--- config.mk ---
export PLATFORM = sky130hd
export DESIGN_NAME = iopcr_ram
export DESIGN_NICKNAME = d
export VERILOG_FILES = /design/src/iopcr_ram.sv
export SDC_FILE = /design/constraint.sdc
export NUM_CORES = 1
export LEC_CHECK = 0
export ABC_CLOCK_PERIOD_IN_PS = 10500
export BUFFER_PORTS_ARGS = -buffer_cell sky130_fd_sc_hd__buf_2
export CAP_MARGIN = 20
export CORE_ASPECT_RATIO = 0.9
export CORE_UTILIZATION = 37
export DETAILED_ROUTE_END_ITERATION = 12
export PLACE_DENSITY = 0.55
export SLEW_MARGIN = 10
export SYNTH_ARGS = -nofsm -noshare
export SYNTH_HDL_FRONTEND = slang
export SYNTH_SLANG_ARGS = --single-unit
--- constraint.sdc ---
create_clock -name clk_i -period 10.5 [get_ports clk_i]
set_input_delay 1.575 -clock clk_i [delete_from_list [all_inputs] [get_ports clk_i]]
set_output_delay 1.575 -clock clk_i [all_outputs]
set_load 0.02 [all_outputs]
--- src/iopcr_ram.sv ---
// ----------------------------------------------------------------------------
// iopcr_ram
// Generic single-write, single-read synchronous ram with a registered read
// port that holds its data while no read is issued.
// ----------------------------------------------------------------------------
module iopcr_ram #(
  parameter int WIDTH = 32,
  parameter int DEPTH = 16
) (
  input  logic                     clk_i,
  input  logic                     we_i,
  input  logic [$clog2(DEPTH)-1:0] waddr_i,
  input  logic [WIDTH-1:0]         wdata_i,
  input  logic                     re_i,
  input  logic [$clog2(DEPTH)-1:0] raddr_i,
  output logic [WIDTH-1:0]         rdata_o
);

  logic [WIDTH-1:0] mem_q [DEPTH];
  logic [WIDTH-1:0] rdata_q;

  always_ff @(posedge clk_i) begin
    if (we_i) begin
      mem_q[waddr_i] <= wdata_i;
    end
    if (re_i) begin
      rdata_q <= mem_q[raddr_i];
    end
  end

  assign rdata_o = rdata_q;

endmodule

# After elaboration in Yosys (flattened, before gate mapping)

Memory sizes are Yosys's and may differ from the RTL's. A register that Yosys moved wholly into a read port is not among the register bits.
Cells that the tools add are included.

Add/sub/neg operators: 0
Multipliers: 0
Div/mod/pow operators: 0
Magnitude comparators: 0
Equality and inequality tests: 0
Shifts and indexed selects: 0
Multiplexer cells: 2
Bitwise logic cells: 0
Reductions and logical operators: 0

Operators with widths:

| operator          | count |
|---|---|
| 1-bit two-way mux | 2 |

Register bits: 0
Bits in latches: 0
Bits in writable memories: 512
ROM bits: 0
Input bits: 43
Output and inout bits: 32
Word-level logic and storage cells: 3
Memories: 1

Memories:

| memory | depth | bits a word | rd ports | clocked after memory_dff | wr ports | RTL line | source |
|---|---|---|---|---|---|---|---|
| mem_q  | 16    | 32          | 1        | 1                        | 1        | 19       | `logic [WIDTH-1:0] mem_q [DEPTH];` |

# Logic depth before layout (Yosys ltp)

Gate-level depths: netlist of the first run.

Depth after elaboration: 2
Depth in mapped cells: 5
Gate-level depth less buffers: 3

# Worst setup path after synthesis of the first run

OpenSTA, ideal clock, no wires.

Kind: input -> register
From: in waddr_i[2]
To: mem mem_q[0][0], enable pin
Setup time: 0.461 ns
Data arrival time: 4.293 ns
Required time: 10.039 ns
Slack: 5.745 ns
Stages on the path: 2
Path buffers: 0
Path through: or3b_2 nor3_1

RTL lines:

| item            | RTL line | source |
|---|---|---|
| start, declared | 12       | `input logic [$clog2(DEPTH)-1:0] waddr_i,` |
| end, declared   | 19       |  |

Straight into the memory's write port.

==> results of run 1 <==
-- power groups by stage --
stage | combinational, mW | sequential [mW] | clock [mW]
floorplan | 0.117 | 2.52 | 0
global placement | 0.221 | 2.51 | 0
detailed placement | 0.224 | 2.51 | 0
CTS | 0.224 | 2.46 | 1.93
global route | 0.238 | 2.46 | 2.02
finish | 0.220 | 2.46 | 1.88
-- critical path, delay by kind of cell --
kind,cells,cell delay (ns)
compound gates,1,0.27
mux,1,0.61
buf+inv,2,1.27
simple gates,1,0.07
-- state kept, by name (all words and copies together), names as in the netlist --
signal   flops
mem_q      512
rdata_o     32
-- per-stage QoR --
stage	hold WS, ns	total power [mW]	utilization
3_5_place_dp	0.734	2.73	0.403
2_1_floorplan	0.710	2.63	-
5_1_grt	0.763	4.72	0.435
3_3_place_gp	0.730	2.73	0.403
4_1_cts	0.746	4.61	0.435
6_report	0.743	4.56	0.435
-- worst max-delay path by stage --
stage | from | endpoint | slack [ns] | cells past startpoint
floorplan | waddr_i[2] | mem_q[0][0] | 5.75 | 2
global route | raddr_i[0] | rdata_o[8] | 6.69 | 5
global placement | raddr_i[0] | rdata_o[1] | 6.23 | 5
finish | raddr_i[0] | rdata_o[1] | 6.97 | 5
CTS | raddr_i[0] | rdata_o[1] | 6.88 | 5
detailed placement | raddr_i[0] | rdata_o[1] | 6.25 | 5
-- cell type report --
cell class	count	area, um^2	area share
Clock buffer	70	1450	0.0626
Clock inverter	27	263	0.0113
Multi-Input combinational cell	251	3750	0.161
Sequential cell	544	16300	0.703
Tap cell	697	872	0.0375
Timing Repair Buffer	99	569	0.0245
-- cell families (layout without fill, tap and decap cells) --
kind of cell    Yosys count  after routing
flops                   544            544
mux                     128            128
compound gates           64             64
simple gates             59             59
buf+inv                  43            196
-- Yosys cell counts --
| cell | n | share of area |
|---|---|---|
| nor2b_1 | 2 | 0.00062 |
| mux4_2 | 128 | 0.14 |
| nand2_1 | 33 | 0.0061 |
| buf_2 | 4 | 0.00099 |
| or3b_2 | 1 | 0.00043 |
| nand3_1 | 1 | 0.00025 |
| buf_4 | 11 | 0.0041 |
| nand2b_1 | 2 | 0.00062 |
| buf_6 | 2 | 0.0011 |
| buf_1 | 9 | 0.0017 |
| edfxtp_1 | 544 | 0.81 |
| nor3_1 | 4 | 0.00099 |
| a22oi_1 | 64 | 0.024 |
| nor2_1 | 13 | 0.0024 |
| and2_1 | 1 | 0.00031 |
| clkbuf_1 | 17 | 0.0032 |
| nand3b_1 | 2 | 0.00074 |
-- metal layers --
layer | GRT usage | vias up
met5 | 0 | -
met4 | 0.0446 | 2
met3 | 0.0290 | 59
met2 | 0.249 | 237
met1 | 0.259 | 5006
li1 | - | 3833
==> metrics.csv, run 1 <==
metric;value;unit
status;completed;
layout cells sized above 1;0.322;
CTS-repair resized insts;0;
Final WS setup;6.97;ns
Reg-to-Reg Start;mem_q[3][4];
Critical Path Fanout Max;45;
#FFs+latches synth;544;
Pleak;7.34;nW
crit path capture type;flop;
post-place setup slack;6.25;ns
syn_nets;881;
DR pass1 iterations;7;
Cell Area, Synth;20200;um^2
Gate power share;0.048;
# rows;80;
xor/xnor share of the synthesized area;0;
antenna cells;0;
met2 WL;20600;um
worst-path cell chain;clkbuf_8 > buf_4 > mux4_2 > a22oi_1 > nand2_1;
WL final;45200;um
Mean Syn Cell Area;24.1;um^2
H-tree level count;2;
Hold Path Depth;3;
RSZ-0062 raised after global routing;false;
placed cell areas;21500;um^2
post-synthesis compound-gate area fraction;0.0238;
routed wl met3;2350;um
Sw Share;0.206;
power per cell area;196;nW/um^2
WP data arrival;3.86;ns
Num CTS Buffers;55;
most common cell after layout, fill and taps aside;edfxtp_1;
Metal-1 WL;21400;um
Final Max Slew Viols;0;
GR Util All Layers;0.169;
post-detailed-route wirelength per cell;26.8;um
CP peak stage delay;0.85;ns
Via density;5.41;
fraction of the yosys area taken by sequential cells;0.810;
initial core utilization;0.377;
total grt overflow;0;
Critical-path top delay cell;buf_4;
most frequent cells in the layout;edfxtp_1, mux4_2, buf_2;
adder-cell share of the synthesized area;0;
Psw;0.938;mW
port buffer count;74;
Vias;9137;
setup TNS;0;ns
global-route wire length before repair;66600;um
Worst R2R Setup Slack;9.02;ns
post-synthesis cell count;838;
# Max-Cap Violations;0;
clk sink count;544;
post-synthesis mux area share;0.143;
DRC viols;0;
Setup Fix Bufs, Post-CTS;0;
Tcrit/Tclk final;0.336;
R2R depth;3;
Ys Warns;0;
Placer Congestion;0.662;
Post-Layout Cell Count;1688;
worst-margin pin slew;0.950;ns
sequential power share;0.539;
area delta synth->final;15.2;%
# placed instances;1591;
final count of negative-setup-slack endpoints;0;
Final Cell Area;23200;um^2
Clk network pwr share;0.412;
worst min-delay path startpoint;mem_q[15][9];
Synth Area in Simple Gates;0.0125;
Required @ worst endpoint;10.84;ns
worst hold endpoint;rdata_o[9];
CTS clk-pin slew, worst paths;0.06;ns
die width;248;um
CORE AREA;53500;um^2
CTS root buffer;clkbuf_16;
internal power;3.62;mW
synth unique cells;17;
top routing layer used;met5;
antenna viol nets, final;0;
1st-iter DRT viols;790;
Die H;224;um
Worst Setup Start Kind;primary input;
Hold Crit Class;reg -> reg;
crit path kind;in -> reg;
initial antenna violation count;2;
Max VDD drop;0.121;mV
CTS tree;built;
IO Pins;75;
largest net degree at the start of global routing;47;
layout net count;994;
dpl hpwl;21000;um
Skew-Pair Late Insertion Delay;0.61;ns
die area;55500;um^2
reg-to-reg endpoint;rdata_o[4];
vias in the first global route;9590;
final hold vios;0;
Slew Limit Headroom;0.367;
largest family of logic cells by synthesized area;multiplexers;
hold buffer count at cts;0;
Worst Skew;0.0215;ns
clk buf depth;3;
fin crit period;3.53;ns
Fmax;284;MHz
filler instances;4565;
Power figures use the tool's default switching activity.
==> run 2: changes to the inputs <==
--- a/config.mk
+++ b/config.mk
@@ -5,7 +5,7 @@
 export SDC_FILE = /design/constraint.sdc
 export NUM_CORES = 1
 export LEC_CHECK = 0
-export ABC_CLOCK_PERIOD_IN_PS = 10500
+export ABC_CLOCK_PERIOD_IN_PS = 3440
 export BUFFER_PORTS_ARGS = -buffer_cell sky130_fd_sc_hd__buf_2
 export CAP_MARGIN = 20
 export CORE_ASPECT_RATIO = 0.9
==> constraint.sdc (replaced) <==
create_clock -name clk_i -period 3.44 [get_ports clk_i]
set_input_delay 0.516 -clock clk_i [delete_from_list [all_inputs] [get_ports clk_i]]
set_output_delay 0.516 -clock clk_i [all_outputs]
set_load 0.02 [all_outputs]
==> metrics.csv, run 2 (synthesis gave the netlist of run 1 again) <==
metric;value;unit;change
status;completed;;
clk buf depth;3;;unchanged
final count of negative-setup-slack endpoints;0;;unchanged
Clk network pwr share;0.398;;-0.014
IO Pins;75;;unchanged
worst-margin pin slew;0.975;ns;+0.0251 ns
most frequent cells in the layout;edfxtp_1, mux4_2, buf_2;;
Gate power share;0.051;;+0.003
Pleak;7.39;nW;+0.63%
crit path capture type;flop;;
Register Area;16300;um^2;unchanged
CORE AREA;53500;um^2;unchanged
Hold Crit Class;in -> reg;;
Worst Skew;0.0128;ns;-0.00872 ns
# rows;80;;unchanged
multi-input combinational cell area;3760;um^2;+0.17%
Sw Share;0.208;;+0.00259
sequential power share;0.551;;+0.012
layout net count;1005;;+1.1%
DRC viols;0;;unchanged
antenna viol nets, final;0;;unchanged
vias in the first global route;9571;;-0.20%
die width;248;um;unchanged
Worst Setup Start Kind;primary input;;
CTS root buffer;clkbuf_16;;
Slew Limit Headroom;0.350;;-0.0167
CTS-repair resized insts;0;;unchanged
RSZ-0062 raised after global routing;false;;
largest net degree at the start of global routing;47;;unchanged
CTS tree;built;;
Die H;224;um;unchanged
dpl hpwl;23700;um;+13%
1st-iter DRT viols;655;;-17%
fin crit period;1.92;ns;
power per cell area;584;nW/um^2;+200%
Setup Fix Bufs, Post-CTS;0;;unchanged
filler instances;4554;;-0.24%
Psw;2.84;mW;+200%
Num CTS Buffers;53;;-3.6%
H-tree level count;2;;unchanged
placed cell areas;21700;um^2;+1.0%
# Max-Cap Violations;0;;unchanged
crit path kind;in -> reg;;
Top reg by flops;mem_q;;
max reg flops;512;;unchanged
final hold vios;0;;unchanged
Via density;5.36;;-1.1%
initial antenna violation count;0;;-2
area delta synth->final;15.8;%;
total grt overflow;0;;unchanged
internal power;10.8;mW;+200%
initial core utilization;0.377;;unchanged
hold buffer count at cts;0;;unchanged
Vias;9121;;-0.18%
most common cell after layout, fill and taps aside;edfxtp_1;;
post-detailed-route wirelength per cell;26.2;um;-1.9%
setup TNS;0;ns;unchanged
Fmax;521;MHz;
Required @ worst endpoint;3.76;ns;-7.08 ns
CTS clk-pin slew, worst paths;0.06;ns;about the same
layout cells sized above 1;0.326;;+0.00447
DR pass1 iterations;4;;-3
WL final;44700;um;-1.1%
Final Cell Area;23400;um^2;+0.52%
clk sink count;544;;unchanged
Skew-Pair Late Insertion Delay;0.59;ns;-0.02 ns
Critical Path Fanout Max;39;;-13%
WP data arrival;2.24;ns;-1.62 ns
Max VDD drop;0.351;mV;+190%
global-route wire length before repair;65600;um;-1.5%
die area;55500;um^2;unchanged
Final Max Slew Viols;0;;unchanged
GR Util All Layers;0.166;;-0.00324
Placer Congestion;0.681;;+2.8%
Tcrit/Tclk final;0.558;;
port buffer count;74;;unchanged
## run 2: cell type report
cell class                      instances  area share
Clock buffer                           66      0.0607
Sequential cell                       544       0.699
Timing Repair Buffer                  112      0.0335
Clock inverter                         32     0.00841
Multi-Input combinational cell        251       0.161
Antenna cell                            1    0.000107
Tap cell                              697      0.0373
## run 2: through the flow
step                instances  setup WS, ns  hold WS (ns)  power, mW  utilization
floorplan                 838        0.0447         0.615       8.04            -
global placement         1604         0.837         0.725       8.35        0.407
detailed placement       1604         0.882         0.728       8.36        0.407
CTS                      1702          1.51         0.268       13.8        0.437
global route             1702          1.39         0.284       14.1        0.437
finish                   1703          1.52         0.305       13.6        0.437
## run 2: power groups by stage
| stage | clock network (mW) | registers, mW | logic (mW) |
|---|---|---|---|
| final | 5.43 | 7.51 | 0.695 |
| after global routing | 5.82 | 7.52 | 0.751 |
| after floorplan | 0 | 7.68 | 0.357 |
| after global placement | 0 | 7.65 | 0.703 |
| after CTS | 5.56 | 7.51 | 0.711 |
| after detailed placement | 0 | 7.65 | 0.711 |
## run 2: metal layers
metal | up-vias | wire (um) | track usage
met5 | - | 0 | 0
met4 | 0 | 703 | 0.0352
met3 | 50 | 2230 | 0.0315
met2 | 214 | 21000 | 0.253
met1 | 4995 | 20800 | 0.247
li1 | 3862 | - | -
## run 2: worst max-delay path: stages
cell      delay, ns
clkbuf_8       0.41
buf_4          0.32
mux4_2         0.53
a22oi_1        0.32
nand2_1        0.08
## run 2: worst paths after layout
check             cells past startpoint          start  slack [ns]           end
setup reg to reg                      3    mem_q[2][5]        1.89    rdata_o[5]
hold / removal                        1    wdata_i[28]        0.30  mem_q[6][28]
hold reg to reg                       3  mem_q[14][10]        0.74   rdata_o[10]
setup / recovery                      5     raddr_i[0]        1.52    rdata_o[0]
==> run 3: changes to the inputs <==
--- a/config.mk
+++ b/config.mk
@@ -5,7 +5,7 @@
 export SDC_FILE = /design/constraint.sdc
 export NUM_CORES = 1
 export LEC_CHECK = 0
-export ABC_CLOCK_PERIOD_IN_PS = 3440
+export ABC_CLOCK_PERIOD_IN_PS = 1800
 export BUFFER_PORTS_ARGS = -buffer_cell sky130_fd_sc_hd__buf_2
 export CAP_MARGIN = 20
 export CORE_ASPECT_RATIO = 0.9
==> constraint.sdc (replaced) <==
create_clock -name clk_i -period 1.8 [get_ports clk_i]
set_input_delay 0.27 -clock clk_i [delete_from_list [all_inputs] [get_ports clk_i]]
set_output_delay 0.27 -clock clk_i [all_outputs]
set_load 0.02 [all_outputs]
==> metrics.csv, run 3 (synthesis gave the netlist of run 1 again) <==
metric;value;unit;change
CP peak stage delay;0.50;ns;-0.03 ns
Skew-Pair Late Insertion Delay;0.60;ns;about the same
most common cell after layout, fill and taps aside;edfxtp_1;;
Critical-path top delay cell;edfxtp_1;;
Max VDD drop;0.707;mV;+100%
die area;55500;um^2;unchanged
GR Util All Layers;0.168;;+0.00235
worst-margin pin slew;1.02;ns;+0.0417 ns
Required @ worst endpoint;1.53;ns;-2.23 ns
Num CTS Buffers;53;;unchanged
reg-to-reg endpoint;rdata_o[23];;
CTS clk-pin slew, worst paths;0.06;ns;about the same
IO Pins;75;;unchanged
crit path capture type;output port;;
Setup Fix Bufs, Post-CTS;0;;unchanged
internal power;21.1;mW;+96%
Worst R2R Setup Slack;0.31;ns;-1.58 ns
final hold vios;0;;unchanged
clk sink count;544;;unchanged
DRC viols;0;;unchanged
global-route wire length before repair;66400;um;+1.2%
Hold Path Depth;1;;unchanged
Placer Congestion;0.699;;+2.6%
# Max-Cap Violations;0;;unchanged
final core utilization;0.450;;+0.0134
CP top delay family;flip-flops;;
Critical Path Fanout Max;1;;-97%
die width;248;um;unchanged
Final Max Slew Viols;0;;unchanged
worst-path cell chain;buf_2;;
status;completed;;
Worst Setup Start Kind;flop;;
Gate power share;0.054;;+0.003
layout cells sized above 1;0.354;;+0.0272
Top reg by flops;mem_q;;
initial antenna violation count;5;;+5
power per cell area;1110;nW/um^2;+90%
Worst Skew;0.0165;ns;+0.00368 ns
H-tree level count;2;;unchanged
vias in the first global route;9743;;+1.8%
Clk network pwr share;0.407;;+0.009
most frequent cells in the layout;edfxtp_1, mux4_2, buf_2;;
# rows;80;;unchanged
antenna viol nets, final;0;;unchanged
worst hold endpoint;mem_q[5][21];;
initial core utilization;0.377;;unchanged
area delta synth->final;19.4;%;
R2R depth;3;;unchanged
worst min-delay path startpoint;wdata_i[21];;
Vias;9261;;+1.5%
CTS-repair resized insts;0;;unchanged
WL final;45200;um;+1.2%
RSZ-0062 raised after global routing;false;;
crit path kind;reg -> out;;
filler instances;4510;;-0.97%
largest net degree at the start of global routing;33;;-30%
setup TNS;0;ns;unchanged
hold buffer count at cts;0;;unchanged
CORE AREA;53500;um^2;unchanged
1st-iter DRT viols;909;;+39%
WP data arrival;1.31;ns;-0.93 ns
port buffer count;74;;unchanged
grt met3 use;0.0318;;+0.000241
dpl hpwl;24300;um;+2.6%
Register Area;16300;um^2;unchanged
Sw Share;0.206;;-0.00236
grt met2 use;0.249;;-0.00368
Reg-to-Reg Start;mem_q[3][23];;
final count of negative-setup-slack endpoints;0;;unchanged
Pleak;7.72;nW;+4.5%
post-detailed-route wirelength per cell;26.1;um;-0.75%
Worst Path Buf+Inv;1;;-1
CTS tree;built;;
fin crit period;1.58;ns;
multi-input combinational cell area;3780;um^2;+0.57%
Slew Limit Headroom;0.321;;-0.0293
Hold Crit Class;in -> reg;;
Tcrit/Tclk final;0.879;;
max reg flops;512;;unchanged
Fmax;632;MHz;
GR Layer Usage met1;0.255;;+0.00744
total grt overflow;0;;unchanged
CTS root buffer;clkbuf_16;;
sequential power share;0.539;;-0.012
Via density;5.33;;-0.40%
Die H;224;um;unchanged
DR pass1 iterations;4;;unchanged
layout net count;1040;;+3.5%
Most Crowded Layer GR;met1;;
Psw;5.48;mW;+93%
clk buf depth;3;;unchanged
run 3: layer usage:
metal	routed length (um)	part of all wire
met1	21000	0.46
met2	20900	0.46
met3	2430	0.054
met4	802	0.018
met5	55	0.0012
run 3: metrics by stage:
step / hold slack, ns / total power [mW] / cell area (um^2) / std cells / setup slack, ns
after floorplan: 0.369 / 15.4 / 20200 / 838 / -0.498
final: 0.0481 / 26.6 / 24100 / 1736 / 0.218
after global routing: 0.0342 / 27.5 / 24100 / 1735 / 0.195
after detailed placement: 0.660 / 16.1 / 22400 / 1639 / -0.196
after global placement: 0.648 / 16.1 / 22400 / 1639 / -0.167
after CTS: 0.00937 / 26.9 / 24100 / 1735 / 0.194
run 3: final cells by class:
class	instances	share of cell area
Antenna cell	1	0.000104
Clock buffer	65	0.0587
Clock inverter	31	0.0111
Multi-Input combinational cell	251	0.157
Sequential cell	544	0.678
Tap cell	697	0.0362
Timing Repair Buffer	147	0.0585
run 3: how the worst max path moves through the flow:
| stage | slack [ns] | start | end | cells past startpoint |
|---|---|---|---|---|
| finish | 0.22 | rdata_o[18] | rdata_o[18] | 1 |
| global route | 0.19 | rdata_o[18] | rdata_o[18] | 1 |
| CTS | 0.19 | rdata_o[18] | rdata_o[18] | 1 |
| detailed placement | -0.20 | raddr_i[0] | rdata_o[23] | 6 |
| global placement | -0.17 | raddr_i[0] | rdata_o[23] | 6 |
| floorplan | -0.50 | waddr_i[2] | mem_q[10][0] | 2 |
run 3: power by group through the flow:
| stage | clock (mW) | sequential [mW] | combinational [mW] |
|---|---|---|---|
| 2_1_floorplan | 0 | 14.7 | 0.685 |
| 3_3_place_gp | 0 | 14.6 | 1.46 |
| 3_5_place_dp | 0 | 14.6 | 1.48 |
| 4_1_cts | 11.1 | 14.4 | 1.48 |
| 5_1_grt | 11.6 | 14.4 | 1.56 |
| 6_report | 10.8 | 14.4 | 1.45 |
run 3: worst reg2reg max path, cell delays in order (launching register included):
cell and delay [ns]:
edfxtp_1 0.35, mux4_2 0.49, a22oi_1 0.29, nand2_1 0.11
