`config.mk`:
```
export PLATFORM = sky130hd
export DESIGN_NAME = iopcr_regs
export DESIGN_NICKNAME = d
export VERILOG_FILES = /design/src/iopcr_pkg.sv /design/src/iopcr_regs.sv
export SDC_FILE = /design/constraint.sdc
export NUM_CORES = 1
export LEC_CHECK = 0
export ABC_AREA = 1
export BUFFER_PORTS_ARGS = -buffer_cell sky130_fd_sc_hd__buf_2
export CAP_MARGIN = 10
export CORE_MARGIN = 4
export CORE_UTILIZATION = 45
export DETAILED_ROUTE_END_ITERATION = 8
export PLACE_DENSITY = 0.65
export REMOVE_ABC_BUFFERS = 1
export SLEW_MARGIN = 10
export SYNTH_ARGS = -nofsm -noshare
export SYNTH_HDL_FRONTEND = slang
export SYNTH_SLANG_ARGS = --single-unit
export TNS_END_PERCENT = 30
```
`constraint.sdc`:
```
create_clock -name clk_i -period 2.68 [get_ports clk_i]
set_clock_uncertainty 0.15 [all_clocks]
set_input_delay 0.134 -clock clk_i [delete_from_list [all_inputs] [get_ports clk_i]]
set_output_delay 0.134 -clock clk_i [all_outputs]
set_load 0.01 [all_outputs]
```
`src/iopcr_pkg.sv`:
```
// ----------------------------------------------------------------------------
// iopcr_pkg
// Shared constants and types of the i/o processor command register unit:
// local store geometry, mode flag positions and the interface structs
// between the register file and the top-level pipeline.
// ----------------------------------------------------------------------------
package iopcr_pkg;

  localparam int PAGE_COUNT      = 25;
  localparam int WORDS_PER_PAGE  = 16;
  localparam int INTERRUPT_WORDS = 5;

  localparam int LS_DEPTH = PAGE_COUNT * WORDS_PER_PAGE;
  localparam int LS_AW    = $clog2(LS_DEPTH);

  localparam logic [4:0] DEV_LOCAL_STORE = 5'd8;
  localparam logic [5:0] SLICE_WRAP      = 6'd33;

  // mode flag bit positions
  localparam int MODE_BURST       = 0;
  localparam int MODE_DMA_BADPAR  = 1;
  localparam int MODE_DATA_BADPAR = 2;
  localparam int MODE_INT_TEST    = 3;

  localparam logic [3:0] MODE_RESET = 4'b0001;

  // result of one item as seen by the register file
  typedef struct packed {
    logic [31:0] cc;      // cc value unless keep or ls_rd
    logic        keep;    // tick: cc stays as left by the previous item
    logic        ls_rd;   // cc comes from the local store read
    logic [4:0]  page;
    logic [5:0]  slice;
    logic [3:0]  mode;
  } iopcr_res_t;

  // local store access wanted by the current item
  typedef struct packed {
    logic             rd;
    logic             wr;
    logic [LS_AW-1:0] addr;
  } iopcr_ls_req_t;

endpackage

```
`src/iopcr_regs.sv`:
```
// ----------------------------------------------------------------------------
// iopcr_regs
// Command register file: slice and page sequencing, command decode, the
// enable, halt, discrete, status and interrupt registers, and the local
// store request of each item. State advances on every accepted item.
// ----------------------------------------------------------------------------
module iopcr_regs (
  input  logic                    clk_i,
  input  logic                    rst_ni,
  input  logic                    acc_i,
  input  logic                    op_i,
  input  logic [31:0]             cmd_i,
  input  logic [31:0]             data_i,
  input  logic [31:0]             din_i,
  output iopcr_pkg::iopcr_res_t    res_o,
  output iopcr_pkg::iopcr_ls_req_t req_o
);

  localparam logic [31:0] CMD_BURST_OFF     = 32'hc0030000;
  localparam logic [31:0] CMD_BURST_ON      = 32'hc1040000;
  localparam logic [31:0] CMD_DMA_BP_ON     = 32'hc1100000;
  localparam logic [31:0] CMD_DMA_BP_OFF    = 32'hc0100000;
  localparam logic [31:0] CMD_DATA_BP_ON    = 32'hc1200000;
  localparam logic [31:0] CMD_DATA_BP_OFF   = 32'hc0200000;
  localparam logic [31:0] CMD_XMIT_CLR      = 32'h84040000;
  localparam logic [31:0] CMD_XMIT_SET      = 32'h85040000;
  localparam logic [31:0] CMD_RECV_CLR      = 32'h84080000;
  localparam logic [31:0] CMD_RECV_SET      = 32'h85080000;
  localparam logic [31:0] CMD_DOUT_CLR      = 32'h84100000;
  localparam logic [31:0] CMD_DOUT_SET      = 32'h85100000;
  localparam logic [31:0] CMD_HALT_SET      = 32'h86200000;
  localparam logic [31:0] CMD_HALT_CLR      = 32'h87200000;
  localparam logic [31:0] CMD_MASTER_RESET  = 32'h84400000;
  localparam logic [31:0] CMD_TIMER_LOAD_A  = 32'h88040000;
  localparam logic [31:0] CMD_TIMER_LOAD_B  = 32'h88048000;
  localparam logic [31:0] CMD_LATCH_LOAD    = 32'h88080000;
  localparam logic [31:0] CMD_INT_TEST_ON   = 32'h88180000;
  localparam logic [31:0] CMD_INT_TEST_OFF  = 32'h88140000;
  localparam logic [31:0] CMD_BUSY_SET      = 32'h92040000;
  localparam logic [31:0] CMD_RD_XMIT       = 32'h04000000;
  localparam logic [31:0] CMD_RD_RECV       = 32'h40400000;
  localparam logic [31:0] CMD_RD_DOUT       = 32'h04080000;
  localparam logic [31:0] CMD_RD_HALT       = 32'h040c0000;
  localparam logic [31:0] CMD_RD_INT0       = 32'h08000000;
  localparam logic [31:0] CMD_RD_INT1       = 32'h08040000;
  localparam logic [31:0] CMD_RD_INT2       = 32'h08080000;
  localparam logic [31:0] CMD_RD_INT3       = 32'h080c0000;
  localparam logic [31:0] CMD_RD_INT4       = 32'h08100000;
  localparam logic [31:0] CMD_RD_RM_STATUS  = 32'h08140000;
  localparam logic [31:0] CMD_RD_DIN_A      = 32'h08180000;
  localparam logic [31:0] CMD_RD_DIN_B      = 32'h081c0000;
  localparam logic [31:0] CMD_RD_PROG_EXC   = 32'h10000000;
  localparam logic [31:0] CMD_RD_BUSY       = 32'h10040000;

  localparam logic [31:0] MR_PATTERN   = 32'hfffff800;
  localparam logic [31:0] TIMER_KEEP   = 32'hf000ffff;
  localparam logic [31:0] LATCH_KEEP   = 32'hffffafff;
  localparam logic [31:0] TIMER_FIELD  = 32'h00000fff;

  logic [5:0]  slice_q, slice_d, slice_inc;
  logic [4:0]  bce_q, bce_d, bce_base;
  logic [4:0]  page_q, page_d;
  logic [31:0] xmit_q, xmit_d;
  logic [31:0] recv_q, recv_d;
  logic [31:0] dout_q, dout_d;
  logic [31:0] halt_q, halt_d;
  logic [31:0] pexc_q, pexc_d;
  logic [31:0] busy_q, busy_d;
  logic [31:0] rms_q, rms_d;
  logic [31:0] int_q [iopcr_pkg::INTERRUPT_WORDS];
  logic [31:0] int_d [iopcr_pkg::INTERRUPT_WORDS];
  logic [3:0]  mode_q, mode_d;
  logic [31:0] cc_v;
  logic [4:0]  ls_idx;
  logic        ls_ok;
  logic        ls_dev;

  // bank*4 + word out of the data select field
  assign ls_idx = {1'b0, cmd_i[18:17], 2'b00} + {2'b00, cmd_i[16:14]};
  assign ls_ok  = ({1'b0, ls_idx} < 6'(iopcr_pkg::WORDS_PER_PAGE))
               && ({1'b0, page_q} < 6'(iopcr_pkg::PAGE_COUNT));
  assign ls_dev = !op_i && (cmd_i[29:25] == iopcr_pkg::DEV_LOCAL_STORE);

  assign req_o.rd   = ls_dev && cmd_i[31] && ls_ok;
  assign req_o.wr   = ls_dev && !cmd_i[31] && ls_ok;
  assign req_o.addr = iopcr_pkg::LS_AW'(page_q) * iopcr_pkg::LS_AW'(iopcr_pkg::WORDS_PER_PAGE)
                    + iopcr_pkg::LS_AW'(ls_idx);

  // slice sequencing
  always_comb begin
    slice_inc = slice_q + 6'd1;
    bce_base  = bce_q;
    if (slice_inc >= iopcr_pkg::SLICE_WRAP) begin
      slice_inc = '0;
      bce_base  = '0;
    end
  end

  always_comb begin
    slice_d = slice_q;
    bce_d   = bce_q;
    page_d  = page_q;
    xmit_d  = xmit_q;
    recv_d  = recv_q;
    dout_d  = dout_q;
    halt_d  = halt_q;
    pexc_d  = pexc_q;
    busy_d  = busy_q;
    rms_d   = rms_q;
    int_d   = int_q;
    mode_d  = mode_q;
    cc_v    = data_i;
    if (op_i) begin
      slice_d = slice_inc;
      if (slice_inc[1:0] != 2'b00) begin
        bce_d  = bce_base + 5'd1;
        page_d = bce_base + 5'd1;
      end else begin
        bce_d  = bce_base;
        page_d = '0;
      end
    end else begin
      unique case (cmd_i)
        CMD_BURST_OFF:    mode_d[iopcr_pkg::MODE_BURST] = 1'b0;
        CMD_BURST_ON:     mode_d[iopcr_pkg::MODE_BURST] = 1'b1;
        CMD_DMA_BP_ON:    mode_d[iopcr_pkg::MODE_DMA_BADPAR] = 1'b1;
        CMD_DMA_BP_OFF:   mode_d[iopcr_pkg::MODE_DMA_BADPAR] = 1'b0;
        CMD_DATA_BP_ON:   mode_d[iopcr_pkg::MODE_DATA_BADPAR] = 1'b1;
        CMD_DATA_BP_OFF:  mode_d[iopcr_pkg::MODE_DATA_BADPAR] = 1'b0;
        CMD_XMIT_CLR:     xmit_d = xmit_q & ~data_i;
        CMD_XMIT_SET:     xmit_d = xmit_q | data_i;
        CMD_RECV_CLR:     recv_d = recv_q & ~data_i;
        CMD_RECV_SET:     recv_d = recv_q | data_i;
        CMD_DOUT_CLR:     dout_d = dout_q & ~data_i;
        CMD_DOUT_SET:     dout_d = dout_q | data_i;
        CMD_HALT_SET:     halt_d = halt_q | data_i;
        CMD_HALT_CLR:     halt_d = halt_q & ~data_i;
        CMD_MASTER_RESET: begin
          pexc_d = MR_PATTERN;
          busy_d = '0;
          halt_d = MR_PATTERN;
          xmit_d = '0;
          recv_d = '0;
          dout_d = '0;
        end
        CMD_TIMER_LOAD_A, CMD_TIMER_LOAD_B: begin
          rms_d = (rms_q & TIMER_KEEP) | ((data_i & TIMER_FIELD) << 16);
        end
        CMD_LATCH_LOAD: begin
          rms_d = rms_q & LATCH_KEEP;
          rms_d[12] = data_i[1];
          rms_d[14] = data_i[0];
        end
        CMD_INT_TEST_ON: begin
          mode_d[iopcr_pkg::MODE_INT_TEST] = 1'b1;
          int_d[0] = '1;
          int_d[1] = '1;
          int_d[3] = '1;
          int_d[4] = '1;
        end
        CMD_INT_TEST_OFF: mode_d[iopcr_pkg::MODE_INT_TEST] = 1'b0;
        CMD_BUSY_SET:     busy_d = busy_q | 32'd1;
        CMD_RD_XMIT:      cc_v = xmit_q;
        CMD_RD_RECV:      cc_v = recv_q;
        CMD_RD_DOUT:      cc_v = dout_q;
        CMD_RD_HALT:      cc_v = halt_q;
        CMD_RD_INT0: begin
          cc_v = int_q[0];
          int_d[0] = '0;
        end
        CMD_RD_INT1: begin
          cc_v = int_q[1];
          int_d[1] = '0;
        end
        CMD_RD_INT2: begin
          cc_v = int_q[2];
          int_d[2] = '0;
        end
        CMD_RD_INT3: begin
          cc_v = int_q[3];
          int_d[3] = '0;
        end
        CMD_RD_INT4: begin
          cc_v = int_q[4];
          int_d[4] = '0;
        end
        CMD_RD_RM_STATUS:             cc_v = rms_q;
        CMD_RD_DIN_A, CMD_RD_DIN_B:   cc_v = din_i;
        CMD_RD_PROG_EXC:              cc_v = pexc_q;
        CMD_RD_BUSY:                  cc_v = busy_q;
        default: ;
      endcase
      // out-of-range local store reads give zero
      if (ls_dev && cmd_i[31] && !ls_ok) begin
        cc_v = '0;
      end
    end
  end

  assign res_o.cc    = cc_v;
  assign res_o.keep  = op_i;
  assign res_o.ls_rd = req_o.rd;
  assign res_o.page  = page_d;
  assign res_o.slice = slice_d;
  assign res_o.mode  = mode_d;

  always_ff @(posedge clk_i or negedge rst_ni) begin
    if (!rst_ni) begin
      slice_q <= '0;
      bce_q   <= '0;
      page_q  <= '0;
      xmit_q  <= '0;
      recv_q  <= '0;
      dout_q  <= '0;
      halt_q  <= '0;
      pexc_q  <= '0;
      busy_q  <= '0;
      rms_q   <= '0;
      for (int i = 0; i < iopcr_pkg::INTERRUPT_WORDS; i++) begin
        int_q[i] <= '0;
      end
      mode_q  <= iopcr_pkg::MODE_RESET;
    end else if (acc_i) begin
      slice_q <= slice_d;
      bce_q   <= bce_d;
      page_q  <= page_d;
      xmit_q  <= xmit_d;
      recv_q  <= recv_d;
      dout_q  <= dout_d;
      halt_q  <= halt_d;
      pexc_q  <= pexc_d;
      busy_q  <= busy_d;
      rms_q   <= rms_d;
      int_q   <= int_d;
      mode_q  <= mode_d;
    end
  end

endmodule

```
Word level (Yosys, flattened, before mapping)
Index checks and enable logic that the tools add are counted.

$add $sub $neg: 4. Multiply operators: 0. Divide/modulo/power cells: 0. $lt $le $gt $ge: 3. Equality and inequality tests: 36. Shift-type cells: 0. Muxes and demuxes: 24. Bitwise operators: 13. Reduce and logical (&&, ||, !) cells: 37.

Operators by type and width (number): $eq 32x32->1 const B (21); $pmux 32 s13 (1); $pmux 32 s2 (6); $pmux 32 s3 (4); $eq 32x28->1 const B (8); $and 32x32->32 (4); $or 32x32->32 (4); $eq 32x27->1 const B (3); $eq 32x29->1 const B (2); $mux 32 (2); $reduce_and 3->1 (11); $eq 32x31->1 const B (1); $not 32->32 (1); $or 32x28->32 (1); $mux 5 (4); $reduce_bool 2->1 (7); $mux 6 (2); $reduce_bool 3->1 (4); $lt 5x5->1 const B (2); $add 9x5->9 (1); $pmux 1 s2 (4); $reduce_and 4->1 (2); $logic_and 1x1->1 (7); $add 6x1->6 const B (1); other kinds (9) (14).

Register bits after elaboration: 341. Latch bits: 0. Bits in writable memories: 0. Bits in read-only memories: 0. Bits of input ports: 100. Output and inout port bits: 60. Word-level logic and storage cells: 134. Memories: 0.

Longest topological paths before layout
Word-level depth: 7. Gate-level depth with buffers: 16. Depth with buffers taken out: 15.

Worst setup path before layout
OpenSTA, ideal clock, no wires.

Path type: register to output. Start: register slice_q[1]. End: output port res_o[14] in the netlist's numbering. Data arrival time: 2117 ps. Data required time: 2396 ps. Setup slack: 279 ps. Cell stages (with the launch flop): 16. Path buffers: 1. Path through: dfrtp_1 > ha_1 > nand3_1 > nand2_1 > nand2_1 > nand3_1 > nand2_1 > clkbuf_1 > nand2_1 > inv_1 > ha_1 > inv_1 > o311ai_0 > nand2_1 > nand2_1 > o21ai_0.

RTL lines: start, declared (line iopcr_regs.sv:60) `logic [5:0] slice_q, slice_d, slice_inc;`; start signal, assigned (line iopcr_regs.sv:224) `slice_q <= slice_d;`; end, declared (line iopcr_regs.sv:15) `output iopcr_pkg::iopcr_res_t res_o,`.

==> results summary <==
The max-cap violation count came out at 0. The met1 usage in global routing is 0.367. In the layout the commonest cells are 490 x nand2_1, 346 x nor2_1, 172 x inv_1. The critical path data required time is 2.40 ns.

The CTS sink count came out at 168. Detailed placement finished with a half-perimeter wire length of 24.8 mm. For this run, global-route usage on met2 was measured as 0.476. The global routing met3 resource utilization came out at 0.0375. The largest fanout of any net on the critical path came out at 5. The critical-path cell with the highest stage delay is dfrtp_2. The worst setup path is launched from a flip-flop. Walking the worst path, the cells encountered are inv_2 -> ha_4 -> and3b_1 -> nand3_1 -> nand2_2 -> nand2_1 -> inv_2 -> ha_4 -> inv_2 -> o311ai_2 -> nand2_1 -> nand2_2 -> o21ai_2 -> buf_2.

In this design, the critical path's most frequently occurring cell is inv_2. The number of nets still failing antenna checks after routing is 0. The most common cell after layout, fill and taps aside is nand2_1. With fillers left out, the area of the finished cells amounts to 0.0137 sq mm. The analysis attributes to cell leakage a power of 7.49 nW.

The critical register-to-register path endpoint is page_q[4]. The transition time at the pin with the least slew margin is 0.709 ns. The sequential fraction of the synthesis area is 0.379. The critical path contains buffers and inverters numbering 4 combined. The number of diodes added for antenna fixing came out at 0. The die height is 165 um.

The clock-pin transition on the worst setup and hold timing paths is 0.08 ns. The worst slack after detailed placement is 0.147 ns. Wires add up to 37.4 mm.

The final reports fail on negative setup slack. After global routing the overflow that remains totals 0. The post-route minimum period is 2.69 ns. The number of unique standard cell types used by synthesis is 46. The hold violation count in the final report came out at 0.

The total CTS buffers came out at 17. Dividing the detail-routed wire length by the instance count gives 16.6 um. The worst reg-to-reg setup slack is 0.46 ns.

The first global-routing pass estimated 59.8 mm of wire. The final period utilization is 1.00. The die covers 0.0272 sq mm. The synthesized design contains 0 enable-type register cells.

The area added between synthesis and finish came out at 23.8%. The number of cells produced by synthesis came out at 1705. The latest clock arrival within the worst-skew pair came out at 0.44 ns.

The run finished, with violations left. STA classifies the critical path endpoint as an output pin. The count of yosys warnings during synthesis is 0. The total routing resource utilization after global routing is 0.278. The peak per-stage delay on the critical path is 0.45 ns. The number of cells traversed by the worst register-to-register path is 14. CTS placed an instance of clkbuf_16 at the clock tree root. The I/O pin total is 160. The initial antenna violation count came out at 0.

The post-detailed-placement cell area came out at 0.0125 sq mm. The largest net degree at the start of global routing is 71. The DRC violations left came out at 0. The areal power density over the cells came out at 509 mW/mm^2. The peak supply drop is 0.000356 V. The detailed-route via count is 12000. The routability-driven placement congestion ratio is 0.917. The busiest metal layer after global routing is met2. The total of buffers placed on input and output ports came out at 159. The floorplan step set the die width to 165 um. The clock tree from TritonCTS is done. In the final layout, the share of cells above drive strength 1 is 0.173. The deepest level of the CTS H-tree came out at 4. The standard cell core area is 0.0243 sq mm.

The first routing iteration left 920 violations. The kind of cell with the highest combined delay along the critical path is simple AND/OR/NAND/NOR gates. The source of the worst hold timing path is cmd_i[26]. The overall power consumption is 0.00699 W. In the synthesized netlist the dominant register cell turns out to be dfrtp_1. Of all flip-flops after synthesis, the portion carrying an async set or reset was 1.00. Setup repair after global routing could not meet its margin everywhere.

The netlist area before placement is 0.0111 sq mm. The average cell area after synthesis is 6.51 sq um. The minimum setup slack in the final design is -0.0108 ns. The startpoint identified for the worst register-to-register timing path is slice_q[1]. The number of placement rows is 57. The headroom to the max-slew limit came out at 0.527.

The number of nets in the finished design is 2024. Measured on the finished design, the core utilization comes to 0.565. The tightest min-delay check is of the input pin to flip-flop type. The number of instances on the worst hold path is 6. In this run, synthesis produced a sequential element count of 168. The count of final max-slew check failures was 0. Based on the critical path, the design can be clocked at up to 372 MHz. The data arrival time at the worst-slack endpoint is 2.41 ns. The number of setup violations in the final report is 1. The worst hold path terminates at int_q[126].

The class of the most critical setup path is flip-flop to output pin. The buffer depth of the longest clock path is 2. The average via count per standard cell is 5.31. The number of global-route vias before repair came out at 11400. The starting density of the core came out at 0.456. The number of detailed-route iterations in the first pass came out at 5.
[report_power, final]
group / total, W / internal, W / switching, W
combinational: 0.00146 / 0.000629 / 0.000836
clock: 0.00274 / 0.00163 / 0.00112
sequential: 0.00278 / 0.00264 / 0.000137
total: 0.00699 / 0.00490 / 0.00209
[cell families (layout without fill, tap and decap cells)]
logic type | Yosys count | in the layout | share of synthesized area
compound gates | 224 | 224 | 0.129
xor+xnor | 6 | 6 | 0.00473
fa+ha+maj | 9 | 9 | 0.0101
buf+inv | 272 | 495 | 0.100
flops | 168 | 168 | 0.379
simple gates | 1026 | 1026 | 0.377
[metrics by stage]
stage	setup TNS (ns)	std cells	hold WS (ns)
6_report	-0.0108	2252	0.0888
5_1_grt	-0.391	2252	0.142
4_1_cts	-0.0890	2246	0.0829
3_5_place_dp	0	2167	0.0590
3_3_place_gp	0	2167	0.0612
2_1_floorplan	-6.08	1624	-0.312
[metal layers]
| metal | vias to the layer above | part of all wire |
|---|---|---|
| met4 | 0 | 0.022 |
| met1 | 5645 | 0.43 |
| met5 | - | 0 |
| met3 | 67 | 0.064 |
| met2 | 411 | 0.49 |
| li1 | 5843 | - |
[worst max path at each step]
stage,depth (start not counted),slack [ns],from,end
2_1_floorplan,10,-0.18,cmd_i[16],halt_q[11]
3_3_place_gp,13,0.21,cmd_i[16],res_o[28]
3_5_place_dp,14,0.15,cmd_i[16],res_o[28]
4_1_cts,14,-0.04,slice_q[1],res_o[14]
5_1_grt,14,-0.15,slice_q[1],res_o[14]
6_report,14,-0.01,slice_q[1],res_o[14]
[repair_timing]
action,4_1_cts,5_1_grt
buffers inserted,9,6
hold endpoints to repair,207,0
resized for setup,18,23
pin swaps,13,12
hold buffers,38,0
setup endpoints to repair,5,21
[synthesized netlist by cell type (all sizes together), types with 22 or more instances]
library cell	n	share of area
clkbuf	37	0.013
a21oi	35	0.016
dfrtp	167	0.38
buf	44	0.023
nor3	46	0.023
inv	190	0.064
nand3	99	0.046
a2bb2oi	61	0.048
nand2	500	0.17
nor2	362	0.13
a31oi	22	0.012
o21ai	86	0.039
[cell type report]
type | count | area, sq um
tap | 324 | 405
multi-input combinational | 1265 | 5900
clock buffer | 20 | 457
timing repair buffer | 272 | 1860
fill | 2322 | 10600
sequential | 168 | 4210
clock inverter | 12 | 188
inverter | 191 | 717
[worst reg2reg max path: cells and delay by family (launching register included)]
family,cells,cell delay (ns)
adders and majority gates,2,0.28
buffers and inverters,4,0.29
AOI/OAI and AO/OA,2,0.26
DFF,1,0.45
and+or+nand+nor,6,0.68
[sequential cells by signal, summed over array words and instances, names as in the netlist]
register / cells
page_q: 5
rms_q: 14
halt_q: 32
slice_q: 6
bce_q: 5
pexc_q: 1
mode_q: 4
int_q: 4
busy_q: 1
xmit_q: 32
recv_q: 32
dout_q: 32
Power figures use the tool's default switching activity.
